===== src/rtl/urf_pkg.sv =====
// Package for the ultrasonic range finder: phase codes, register indexes and the
// fixed-point constants of the timeout and distance scaling. Depends on nothing.
package urf_pkg;

	typedef enum logic [2:0] {
		PH_IDLE      = 3'd0,
		PH_SETTLE    = 3'd1,
		PH_PULSE     = 3'd2,
		PH_WAIT_RISE = 3'd3,
		PH_MEASURE   = 3'd4
	} phase_t;

	typedef enum logic [1:0] {
		REG_MAX_RANGE   = 2'd0,
		REG_ECHO_POL    = 2'd1,
		REG_TRIGGER_POL = 2'd2
	} reg_index_t;

	localparam int unsigned CFG_INDEX_W = 2;
	localparam int unsigned CFG_DATA_W  = 9;
	localparam int unsigned RANGE_W     = 9;
	localparam int unsigned DIST_W      = 11;

	// Echo timeout in ticks: floor(min(range, 400) * 14.55) + 10.
	// 14.55 is carried as 953549 / 2^16; the excess stays far below the 0.05 step of
	// the fractional parts over the whole range, so the floor comes out exact.
	localparam int unsigned RANGE_CAP_CM  = 400;
	localparam int unsigned LIMIT_MUL     = 953549;
	localparam int unsigned LIMIT_MUL_W   = 20;
	localparam int unsigned LIMIT_SHIFT   = 16;
	localparam int unsigned LIMIT_OFFSET  = 10;
	localparam int unsigned LIMIT_W       = 13;
	localparam int unsigned LIMIT_RESET   = RANGE_CAP_CM * 1455 / 100 + LIMIT_OFFSET;

	// Distance in sixteenths of a cm: (width * 18017 + 2^15) >> 16, i.e. width * 16 / 58.2.
	localparam int unsigned DIST_MUL   = 18017;
	localparam int unsigned DIST_MUL_W = 15;
	localparam int unsigned DIST_SHIFT = 16;
	localparam int unsigned DIST_ROUND = 1 << (DIST_SHIFT - 1);

endpackage


===== src/rtl/urf_in_if.sv =====
// Input channel of the ultrasonic range finder: one beat per microsecond tick,
// carrying the start command and the sampled echo level. No dependencies.
interface urf_in_if;
	logic valid;
	logic ready;
	logic operation;
	logic echo_level;

	modport source (output valid, output operation, output echo_level, input ready);
	modport sink (input valid, input operation, input echo_level, output ready);
endinterface


===== src/rtl/urf_out_if.sv =====
// Result channel of the ultrasonic range finder: one beat per tick with the trigger
// level, status flags and distance. Uses urf_pkg for the distance width.
interface urf_out_if;
	logic                         valid;
	logic                         ready;
	logic                         trigger_level;
	logic                         busy_res;
	logic                         done_res;
	logic                         timed_out;
	logic [urf_pkg::DIST_W-1:0]   distance_q4;

	modport source (
		output valid, output trigger_level, output busy_res, output done_res,
		output timed_out, output distance_q4, input ready
	);
	modport sink (
		input valid, input trigger_level, input busy_res, input done_res,
		input timed_out, input distance_q4, output ready
	);
endinterface


===== src/rtl/ultrasonic_range_finder.sv =====
// Ultrasonic range finder top level: trigger sequencing, echo timing and distance scaling.
// Depends on urf_pkg, urf_in_if and urf_out_if.
//
// Usage: drive one beat on sample for every microsecond tick, with operation set on
// the tick that should start a measurement. Every accepted beat yields exactly one beat
// on result, carrying the trigger pin level for that tick, busy, a one-beat done pulse,
// timed_out and the distance in sixteenths of a centimeter.
// A start while idle holds the trigger inactive for SETTLE_LOW_TICKS beats, drives it
// active for TRIGGER_HIGH_TICKS beats, then waits for the echo and times its width.
// Each accepted sample's result beat is registered and offered in the next cycle. Throughput
// is one beat per cycle while result takes its beats: the state update and the 13x15
// distance multiply both sit between the state registers and the result register.
// If result stalls, the result register holds its beat and sample.ready drops until it
// is taken; no beat is lost or repeated.
// The user must write configuration through wr_en/wr_index/wr_data only while idle; the
// block does not enforce it. A range write precomputes the echo timeout in the same edge.
// Reset (arst_n low) returns the block to idle, empties the result register and loads
// a range of 400 cm with both pins active high.
module ultrasonic_range_finder #(
	parameter int unsigned SETTLE_LOW_TICKS   = 5,
	parameter int unsigned TRIGGER_HIGH_TICKS = 10,
	parameter int unsigned TIMER_WIDTH        = 13
) (
	input  logic                                clk,
	input  logic                                arst_n,
	input  logic                                wr_en,
	input  logic [urf_pkg::CFG_INDEX_W-1:0]     wr_index,
	input  logic [urf_pkg::CFG_DATA_W-1:0]      wr_data,
	urf_in_if.sink                              sample,
	urf_out_if.source                           result
);

	localparam int unsigned LIM_PROD_W  = urf_pkg::RANGE_W + urf_pkg::LIMIT_MUL_W;
	localparam int unsigned DIST_PROD_W = TIMER_WIDTH + urf_pkg::DIST_MUL_W + 1;
	localparam logic [TIMER_WIDTH-1:0] CNT_MAX = {TIMER_WIDTH{1'b1}};

	// Configuration
	logic [urf_pkg::LIMIT_W-1:0] cfg_limit_q;
	logic                        echo_ah_q;
	logic                        trig_ah_q;

	logic [urf_pkg::RANGE_W-1:0] range_clamped;
	logic [LIM_PROD_W-1:0]       limit_prod;
	logic [urf_pkg::LIMIT_W-1:0] limit_new;

	// Sequencer state
	urf_pkg::phase_t        phase_q, phase_d;
	logic [TIMER_WIDTH-1:0] phase_ticks_q, phase_ticks_d;
	logic [TIMER_WIDTH-1:0] width_q, width_d;
	logic [TIMER_WIDTH-1:0] timeout_limit_q, timeout_limit_d;

	// Per-tick outputs
	logic                   fire;
	logic                   echo_on;
	logic                   trig_on;
	logic                   busy;
	logic                   done;
	logic                   tmo;
	logic                   dist_sel;
	logic [DIST_PROD_W-1:0] dist_prod;
	logic [urf_pkg::DIST_W-1:0] dist_val;

	// Result register
	logic                       res_valid_q;
	logic                       res_trig_q;
	logic                       res_busy_q;
	logic                       res_done_q;
	logic                       res_tmo_q;
	logic [urf_pkg::DIST_W-1:0] res_dist_q;

	function automatic logic [TIMER_WIDTH-1:0] sat_inc(input logic [TIMER_WIDTH-1:0] v);
		sat_inc = (v == CNT_MAX) ? CNT_MAX : v + 1'b1;
	endfunction

	// ---------------------------------------------------------------- configuration
	assign range_clamped = (wr_data[urf_pkg::RANGE_W-1:0] >
		urf_pkg::RANGE_W'(urf_pkg::RANGE_CAP_CM)) ?
		urf_pkg::RANGE_W'(urf_pkg::RANGE_CAP_CM) : wr_data[urf_pkg::RANGE_W-1:0];
	assign limit_prod = LIM_PROD_W'(range_clamped) *
		LIM_PROD_W'(urf_pkg::LIMIT_MUL);
	assign limit_new = limit_prod[urf_pkg::LIMIT_SHIFT +: urf_pkg::LIMIT_W] +
		urf_pkg::LIMIT_W'(urf_pkg::LIMIT_OFFSET);

	always_ff @(posedge clk or negedge arst_n) begin
		if (!arst_n) begin
			cfg_limit_q <= urf_pkg::LIMIT_W'(urf_pkg::LIMIT_RESET);
			echo_ah_q   <= 1'b1;
			trig_ah_q   <= 1'b1;
		end else if (wr_en) begin
			unique case (wr_index)
				urf_pkg::REG_MAX_RANGE:   cfg_limit_q <= limit_new;
				urf_pkg::REG_ECHO_POL:    echo_ah_q   <= wr_data[0];
				urf_pkg::REG_TRIGGER_POL: trig_ah_q   <= wr_data[0];
				default: ;
			endcase
		end
	end

	// ---------------------------------------------------------------- handshake
	assign sample.ready = !res_valid_q || result.ready;
	assign fire         = sample.valid && sample.ready;
	assign echo_on      = (sample.echo_level == echo_ah_q);

	// Distance from the width counted so far; it is only selected on the falling tick.
	assign dist_prod = DIST_PROD_W'(width_q) * DIST_PROD_W'(urf_pkg::DIST_MUL) +
		DIST_PROD_W'(urf_pkg::DIST_ROUND);
	assign dist_val = dist_sel ? dist_prod[urf_pkg::DIST_SHIFT +: urf_pkg::DIST_W] : '0;

	// ---------------------------------------------------------------- sequencer
	always_ff @(posedge clk or negedge arst_n) begin
		if (!arst_n) begin
			phase_q         <= urf_pkg::PH_IDLE;
			phase_ticks_q   <= '0;
			width_q         <= '0;
			timeout_limit_q <= '0;
		end else if (fire) begin
			phase_q         <= phase_d;
			phase_ticks_q   <= phase_ticks_d;
			width_q         <= width_d;
			timeout_limit_q <= timeout_limit_d;
		end
	end

	always_comb begin
		urf_pkg::phase_t ph;
		ph              = phase_q;
		phase_ticks_d   = phase_ticks_q;
		width_d         = width_q;
		timeout_limit_d = timeout_limit_q;
		busy            = 1'b1;
		done            = 1'b0;
		tmo             = 1'b0;
		trig_on         = 1'b0;
		dist_sel        = 1'b0;

		// The start tick is handled as the first settle tick.
		if (phase_q != urf_pkg::PH_SETTLE && phase_q != urf_pkg::PH_PULSE &&
		    phase_q != urf_pkg::PH_WAIT_RISE && phase_q != urf_pkg::PH_MEASURE) begin
			ph = urf_pkg::PH_IDLE;
			if (sample.operation) begin
				ph              = urf_pkg::PH_SETTLE;
				timeout_limit_d = TIMER_WIDTH'(cfg_limit_q);
				phase_ticks_d   = '0;
				width_d         = '0;
			end else begin
				busy = 1'b0;
			end
		end

		unique case (ph)
			urf_pkg::PH_SETTLE: begin
				phase_ticks_d = sat_inc(phase_ticks_d);
				if (phase_ticks_d >= TIMER_WIDTH'(SETTLE_LOW_TICKS)) begin
					ph            = urf_pkg::PH_PULSE;
					phase_ticks_d = '0;
				end
			end
			urf_pkg::PH_PULSE: begin
				trig_on       = 1'b1;
				phase_ticks_d = sat_inc(phase_ticks_d);
				if (phase_ticks_d >= TIMER_WIDTH'(TRIGGER_HIGH_TICKS)) begin
					ph            = urf_pkg::PH_WAIT_RISE;
					phase_ticks_d = '0;
				end
			end
			urf_pkg::PH_WAIT_RISE: begin
				if (echo_on) begin
					ph            = urf_pkg::PH_MEASURE;
					phase_ticks_d = '0;
					width_d       = TIMER_WIDTH'(1);
				end else begin
					phase_ticks_d = sat_inc(phase_ticks_d);
					if (phase_ticks_d > timeout_limit_d) begin
						done = 1'b1;
						tmo  = 1'b1;
					end
				end
			end
			urf_pkg::PH_MEASURE: begin
				if (echo_on) begin
					width_d       = sat_inc(width_d);
					phase_ticks_d = sat_inc(phase_ticks_d);
					if (phase_ticks_d > timeout_limit_d) begin
						done = 1'b1;
						tmo  = 1'b1;
					end
				end else begin
					done     = 1'b1;
					dist_sel = 1'b1;
				end
			end
			default: ;
		endcase

		if (done) begin
			busy          = 1'b0;
			ph            = urf_pkg::PH_IDLE;
			phase_ticks_d = '0;
		end
		phase_d = ph;
	end

	// ---------------------------------------------------------------- result register
	always_ff @(posedge clk or negedge arst_n) begin
		if (!arst_n) begin
			res_valid_q <= 1'b0;
		end else if (fire) begin
			res_valid_q <= 1'b1;
		end else if (result.ready) begin
			res_valid_q <= 1'b0;
		end
	end

	always_ff @(posedge clk) begin
		if (fire) begin
			res_trig_q <= trig_on ? trig_ah_q : !trig_ah_q;
			res_busy_q <= busy;
			res_done_q <= done;
			res_tmo_q  <= tmo;
			res_dist_q <= dist_val;
		end
	end

	assign result.valid         = res_valid_q;
	assign result.trigger_level = res_trig_q;
	assign result.busy_res      = res_busy_q;
	assign result.done_res      = res_done_q;
	assign result.timed_out     = res_tmo_q;
	assign result.distance_q4   = res_dist_q;

`ifndef NO_ASSERTIONS
	a_done_not_busy: assert property (@(posedge clk) disable iff (!arst_n)
		result.valid |-> !(result.done_res && result.busy_res))
		else $error("done and busy reported on the same beat");

	a_timeout_clean: assert property (@(posedge clk) disable iff (!arst_n)
		(result.valid && result.timed_out) |-> (result.done_res && result.distance_q4 == '0))
		else $error("timeout without done or with a distance");

	a_idle_holds: assert property (@(posedge clk) disable iff (!arst_n)
		(fire && phase_q == urf_pkg::PH_IDLE && !sample.operation) |=>
		phase_q == urf_pkg::PH_IDLE)
		else $error("sequence left idle without a start");

	a_wait_bounded: assert property (@(posedge clk) disable iff (!arst_n)
		(phase_q == urf_pkg::PH_WAIT_RISE || phase_q == urf_pkg::PH_MEASURE) |->
		phase_ticks_q <= timeout_limit_q)
		else $error("echo wait ran past its timeout");
`endif

endmodule

===== src/flat_wrapper.sv =====
// flat-port wrapper written by rule: the top's interface ports become plain ports
module ultrasonic_range_finder_flat 
#(
	parameter int unsigned SETTLE_LOW_TICKS   = 5,
	parameter int unsigned TRIGGER_HIGH_TICKS = 10,
	parameter int unsigned TIMER_WIDTH        = 13
)
  (clk, arst_n, wr_en, wr_index, wr_data, sample_valid, sample_operation, sample_echo_level, sample_ready, result_valid, result_trigger_level, result_busy_res, result_done_res, result_timed_out, result_distance_q4, result_ready);
  urf_in_if sample_i ();
  urf_out_if result_i ();
  input  logic clk;
  input  logic arst_n;
  input  logic wr_en;
  input  logic [urf_pkg::CFG_INDEX_W-1:0] wr_index;
  input  logic [urf_pkg::CFG_DATA_W-1:0] wr_data;
  input wire logic [$bits(sample_i.valid)-1:0] sample_valid;
  input wire logic [$bits(sample_i.operation)-1:0] sample_operation;
  input wire logic [$bits(sample_i.echo_level)-1:0] sample_echo_level;
  output wire logic [$bits(sample_i.ready)-1:0] sample_ready;
  output wire logic [$bits(result_i.valid)-1:0] result_valid;
  output wire logic [$bits(result_i.trigger_level)-1:0] result_trigger_level;
  output wire logic [$bits(result_i.busy_res)-1:0] result_busy_res;
  output wire logic [$bits(result_i.done_res)-1:0] result_done_res;
  output wire logic [$bits(result_i.timed_out)-1:0] result_timed_out;
  output wire logic [$bits(result_i.distance_q4)-1:0] result_distance_q4;
  input wire logic [$bits(result_i.ready)-1:0] result_ready;
  assign sample_i.valid = sample_valid;
  assign sample_i.operation = sample_operation;
  assign sample_i.echo_level = sample_echo_level;
  assign sample_ready = sample_i.ready;
  assign result_valid = result_i.valid;
  assign result_trigger_level = result_i.trigger_level;
  assign result_busy_res = result_i.busy_res;
  assign result_done_res = result_i.done_res;
  assign result_timed_out = result_i.timed_out;
  assign result_distance_q4 = result_i.distance_q4;
  assign result_i.ready = result_ready;
  ultrasonic_range_finder #(.SETTLE_LOW_TICKS(SETTLE_LOW_TICKS), .TRIGGER_HIGH_TICKS(TRIGGER_HIGH_TICKS), .TIMER_WIDTH(TIMER_WIDTH)) u_core (.clk(clk), .arst_n(arst_n), .wr_en(wr_en), .wr_index(wr_index), .wr_data(wr_data), .sample(sample_i), .result(result_i));
endmodule

===== config.mk =====
export PLATFORM = sky130hd
export DESIGN_NAME = ultrasonic_range_finder_flat
export DESIGN_NICKNAME = d
export VERILOG_FILES = /design/src/rtl/urf_pkg.sv /design/src/rtl/urf_in_if.sv /design/src/rtl/urf_out_if.sv /design/src/rtl/ultrasonic_range_finder.sv /design/src/flat_wrapper.sv
export SDC_FILE = /design/constraint.sdc
export NUM_CORES = 1
export LEC_CHECK = 0
export BUFFER_PORTS_ARGS = -buffer_cell sky130_fd_sc_hd__buf_4
export CAP_MARGIN = 20
export CORE_MARGIN = 4
export CORE_UTILIZATION = 50
export CTS_BUF_LIST = sky130_fd_sc_hd__clkbuf_8
export CTS_CLUSTER_DIAMETER = 80
export CTS_CLUSTER_SIZE = 25
export DETAILED_ROUTE_END_ITERATION = 10
export PLACE_DENSITY = 0.66
export RECOVER_POWER = 25
export SETUP_SLACK_MARGIN = 0.3
export SLEW_MARGIN = 10
export SYNTH_ARGS = -nofsm -noshare
export SYNTH_HDL_FRONTEND = slang
export SYNTH_SLANG_ARGS = --single-unit

===== constraint.sdc =====
create_clock -name clk -period 5.5 [get_ports clk]
set_input_delay 1.1 -clock clk [delete_from_list [all_inputs] [get_ports clk]]
set_output_delay 1.1 -clock clk [all_outputs]
set_load 0.1 [all_outputs]

After elaboration in Yosys (flattened, before gate mapping)
Index checks and enable logic that the tools add are counted.

Add/subtract/negate cells: 4. Multiply operators: 2. Divide/modulo/power cells: 0. $lt $le $gt $ge: 4. Equality and inequality tests: 13. Shift operators: 0. Mux-type cells: 39. Bitwise operators: 0. Reductions and logical operators: 12.

Operator list (number): $mux 13 (15); $pmux 13 s4 (1); $mul 9x20->29 const B (1); $add 27x16->27 const B (1); $mul 13x15->27 const B (1); $add 13x1->13 const B (2); $eq 13x13->1 const B (2); $pmux 13 s2 (1); $mux 3 (5); $add 13x4->13 const B (1); $ge 13x3->1 const B (1); $ge 13x4->1 const B (1); $gt 13x13->1 (1); $mux 1 (13); $gt 9x9->1 const B (1); $mux 9 (1); $pmux 3 s3 (1); $eq 3x2->1 const B (2); $ne 3x2->1 const B (2); $reduce_and 2->1 (3); $logic_and 1x1->1 (4); $pmux 1 s2 (2); $eq 3x1->1 const B (1); $eq 3x3->1 const B (1); other kinds (9) (10).

Bits in registers: 73. Latch bits: 0. Bits in writable memories: 0. Bits in read-only memories: 0. Bits of input ports: 18. Output and inout bits: 17. Word-level logic and storage cells: 87. Memories: 0.

Logic depth before layout (Yosys ltp)
Word-level depth: 12. Mapped depth: 28. Mapped depth without buffers: 28.

Least setup slack after synthesis
No wires, ideal clock.

Path type: input to register. Start: input port wr_data[7] (netlist bit). End: register u_core.cfg_limit_q[11] (netlist bit). Library setup time: 0.083 ns. Arrival: 7.049 ns. Data required time: 5.417 ns. Setup slack: -1.631 ns. Cell stages on the path: 27. Path buffers: 1. Cells stage by stage: clkbuf_1 -> a21boi_0 -> o311ai_0 -> nand2b_1 -> ha_1 -> inv_1 -> fa_1 -> inv_1 -> fa_1 -> inv_1 -> fa_1 -> inv_1 -> ha_1 -> a211oi_1 -> nand2_1 -> nor4_1 -> o31ai_1 -> xor2_1 -> ha_1 -> inv_1 -> o311ai_0 -> a21oi_1 -> a211oi_1 -> nor2b_1 -> nand4_1 -> xor2_1 -> o21ai_0.

Cells in the longest elaborated chain, start to end: 4.

RTL lines: start: declaration (line flat_wrapper.sv:15) `input logic [urf_pkg::CFG_DATA_W-1:0] wr_data;`; $gt 9x9->1 (line ultrasonic_range_finder.sv:76) `assign range_clamped = (wr_data[urf_pkg::RANGE_W-1:0] >`; $mux 9 (*) (line ultrasonic_range_finder.sv:77) `urf_pkg::RANGE_W'(urf_pkg::RANGE_CAP_CM)) ?`; $mul 9x20->29 (*) (line ultrasonic_range_finder.sv:79) `assign limit_prod = LIM_PROD_W'(range_clamped) *`; $add 13x4->13 (*) (line ultrasonic_range_finder.sv:81) `assign limit_new = limit_prod[urf_pkg::LIMIT_SHIFT +: urf_pkg::LIMIT_W] +`; end signal: assignment (line ultrasonic_range_finder.sv:86) `cfg_limit_q <= urf_pkg::LIMIT_W'(urf_pkg::LIMIT_RESET);`; end signal: assignment (line ultrasonic_range_finder.sv:91) `urf_pkg::REG_MAX_RANGE: cfg_limit_q <= limit_new;`; end: declaration (line ultrasonic_range_finder.sv:38) `logic [urf_pkg::LIMIT_W-1:0] cfg_limit_q;`.

Every way passes the cells marked *; elsewhere a longest branch is shown, timed or not. A chain may end at the register's enable or synchronous reset.

Final worst setup path
Start: input port wr_data[3] (netlist bit). End: register u_core.cfg_limit_q[11] (netlist bit).

The elaborated chain is that of the path after synthesis.

==> results.py <==
metrics = {
    "outcome": {
        "outcome": "complete, but fails checks",
        "violations": "capacitance limit, slew limit, setup timing",
    },
    "layout": {
        "fillCellCount": 1567,
        "diodes": 0,
        "drive_gt1_share_pct": 22.5,
        "syn_to_final_growth_pct": 21.3,
        "multi_input_area_um2": 7090,
        "nets": 1446,
        "regArea_um2": 1920,
    },
    "worst_setup_path": {
        "crit_path_max_incr_delay_ps": 520,
        "worstPathRequired_ps": 5740,
        "cp_slowest_cell": "fa_1",
        "start_kind": "input pin",
        "path_class": "in2reg",
        "critPathCaptureType": "flop",
        "path_max_fanout": 3,
        "critPathArrivalTime_ps": 6440,
    },
    "grt": {
        "antenna_found_initial": 1,
        "grt.total_usage_pct": 21.0,
        "grt-ovfl-total": 0,
        "grt_pass1_vias": 7606,
        "grt_pass1_wl_um": 36800,
        "grt_max_degree": 59,
    },
    "logic_synthesis": {
        "ys_seq_area_share_pct": 20.4,
        "synthArstFlopShare_pct": 79.5,
        "ys_seq_elements": 73,
        "synth_top_area_share_pct": 23.2,
        "yosys.area.top_type": "ha_1",
        "synth.distinct_cells": 74,
        "synth_edf_count": 15,
        "yosys_warnings": 0,
        "synth_top_cells_by_area": "ha_1 (23%), fa_1 (15%), dfrtp_1 (13%)",
        "syn_avg_cell_area_um2": 9.05,
        "synthesis.nets": 1298,
        "ys.flop_type": "dfrtp_1",
        "synthesis.area_um2": 9390,
        "synthesis.instances": 1037,
    },
    "routing": {
        "vias": 7656,
        "drt_iter0_markers": 413,
        "top_layer": "met4",
        "avgRoutedWirePerCell_um": 15.4,
        "ant_nets": 0,
        "viasPerCell": 5.40,
        "wl_met1_um": 10200,
        "wl_met2_um": 10500,
        "wl_met3_um": 727,
        "drc": 0,
        "dr.pass1.iters": 5,
        "routed_wl_um": 21900,
    },
    "clock_tree": {
        "cts-htree-levels": 3,
        "clock_latency_ps": 380,
        "clockBufferDepth": 2,
        "hold_buffers": 0,
        "cts_tree": "built",
        "cts_sinks": 73,
        "cts-root-buf": "clkbuf_8",
        "clk_pin_slew_ps": 80,
        "cts_inserted_buffers": 9,
    },
    "sta": {
        "rsz0062_at_grt": "true",
        "final.period_utilization_pct": 113,
        "worst_clock_skew_ps": 18.7,
        "fmax_mhz": 161,
        "slew_viol_final": 59,
        "setup_violations": 11,
        "finalCriticalPeriod_ps": 6190,
        "slew_headroom_pct": -115,
        "hold_viol_final": 0,
        "worst_pin_slew_ps": 3230,
        "setup_slack_ps": -695,
    },
    "power": {
        "power_density_nw_per_um2": 392,
        "leakagePower_nw": 6.08,
        "ir_drop_uv": 306,
        "power_w": 0.00446,
    },
    "die": {
        "chipHeight_um": 145,
        "rows": 49,
        "start_util_pct": 51.6,
        "io_pins": 35,
        "core_um2": 18200,
        "dieArea_um2": 21000,
        "dieWidth_um": 145,
    },
    "hold_path": {
        "hp-class": "reg2reg",
    },
    "placement": {
        "gp_congestion": 0.890,
        "dp_slack_ps": -1280,
        "port_buffers": 34,
        "place_hpwl_um": 17700,
    },
    "run": {
        "drv_cap": 1,
    },
}
-- layout make-up --
type	count	share of cell area (%)
multi-input cells	764	62.3
inverters	177	5.84
repair buffers	160	10.8
clock inverters	6	0.506
well taps	229	2.52
flip-flops and latches	73	16.8
clock buffers	10	1.21
-- per-stage QoR --
step                utilization (%)  hold slack (ps)  instances  cell area (µm²)  TNS [ps]
finish                         62.5              468       1419            11400     -6000
global route                   62.5              499       1419            11400     -9030
CTS                            61.6              475       1415            11200     -5450
detailed placement             59.1              465       1390            10800    -12100
global placement               59.1              457       1390            10800    -10690
floorplan                         -              445       1037             9480     -7890
-- sequential cells by signal (all words and copies together), names as in the netlist, 3 cells and up --
name                       cells
u_core.cfg_limit_q            13
u_core.phase_q                 3
u_core.phase_ticks_q          13
u_core.result.distance_q4     11
u_core.timeout_limit_q        13
u_core.width_q                13
-- power breakdown --
part,leakage [nW],internal [W],switching (W),total [W]
Clock,0.0950,0.000218,0.000216,0.000434
Combinational,5.09,0.00156,0.00167,0.00323
Sequential,0.895,0.000697,0.0000982,0.000796
Total,6.08,0.00247,0.00199,0.00446
-- worst max-delay path: cells and delay by family --
family | cells | cell delay, ps
AO/OA/AOI/OAI | 8 | 1350
buffers and inverters | 8 | 690
AND/OR/NAND/NOR | 5 | 770
adder cells (fa/ha/maj) | 6 | 2150
XOR/XNOR | 2 | 340
-- logic make-up after synthesis --
group | after synthesis | share of synthesized area [%]
and+or+nand+nor | 276 | 14.6
AOI/OAI and AO/OA | 186 | 13.1
adders and majority gates | 243 | 37.9
muxes | 17 | 1.87
buffers and inverters | 200 | 8.21
xor gates and xnor gates | 42 | 3.92
DFF | 73 | 20.4
-- cell usage in the layout, fill, tap and decap left out, drive strengths merged, types with 9 or more instances in the layout --
cell	n
inv	176
ha	174
buf	158
nand2	88
fa	69
o21ai	63
nor2	54
dfrtp	49
a21oi	27
xor2	22
nand3	22
and2	21
xnor2	20
nor3	18
edfxtp	15
mux2i	13
nand4	12
nand2b	12
a31oi	12
clkbuf	12
and3	11
a211oi	11
or2	10
a21o	9
dfstp	9
o31ai	9
-- repair_timing --
action	CTS	global route
endpoints found under the setup margin	18	20
resized for setup	43	31
pin swaps	46	15
buffers inserted	9	4
-- synthesized netlist by cell type (all sizes together) (12+ instances only) --
master	n
inv	176
ha	174
nand2	88
fa	69
o21ai	63
nor2	54
dfrtp	49
a21oi	27
nand3	22
xor2	22
and2	21
xnor2	20
nor3	18
edfxtp	15
clkbuf	14
mux2i	13
a31oi	12
nand2b	12
nand4	12
-- routing by layer --
metal | GRT usage (%) | vias up
met4 | 5.94 | 0
met3 | 2.65 | 28
met2 | 34.6 | 144
met5 | 0 | -
met1 | 29.3 | 3646
li1 | - | 3838
-- path summary, 6_finish.rpt --
path	start	endpoint	slack [ps]	depth (start not counted)
setup / recovery	wr_data[3]	u_core.cfg_limit_q[11]	-690	29
hold / removal	u_core.cfg_limit_q[9]	u_core.cfg_limit_q[9]	470	2
setup reg to reg	u_core.width_q[10]	u_core.result.distance_q4[7]	170	19
hold reg to reg	u_core.cfg_limit_q[9]	u_core.cfg_limit_q[9]	470	2
max in group asynchronous	arst_n	u_core.width_q[5]	1650	1
min in group asynchronous	arst_n	u_core.result.valid	1800	1
No activity file was read; power rests on OpenSTA's default activity.
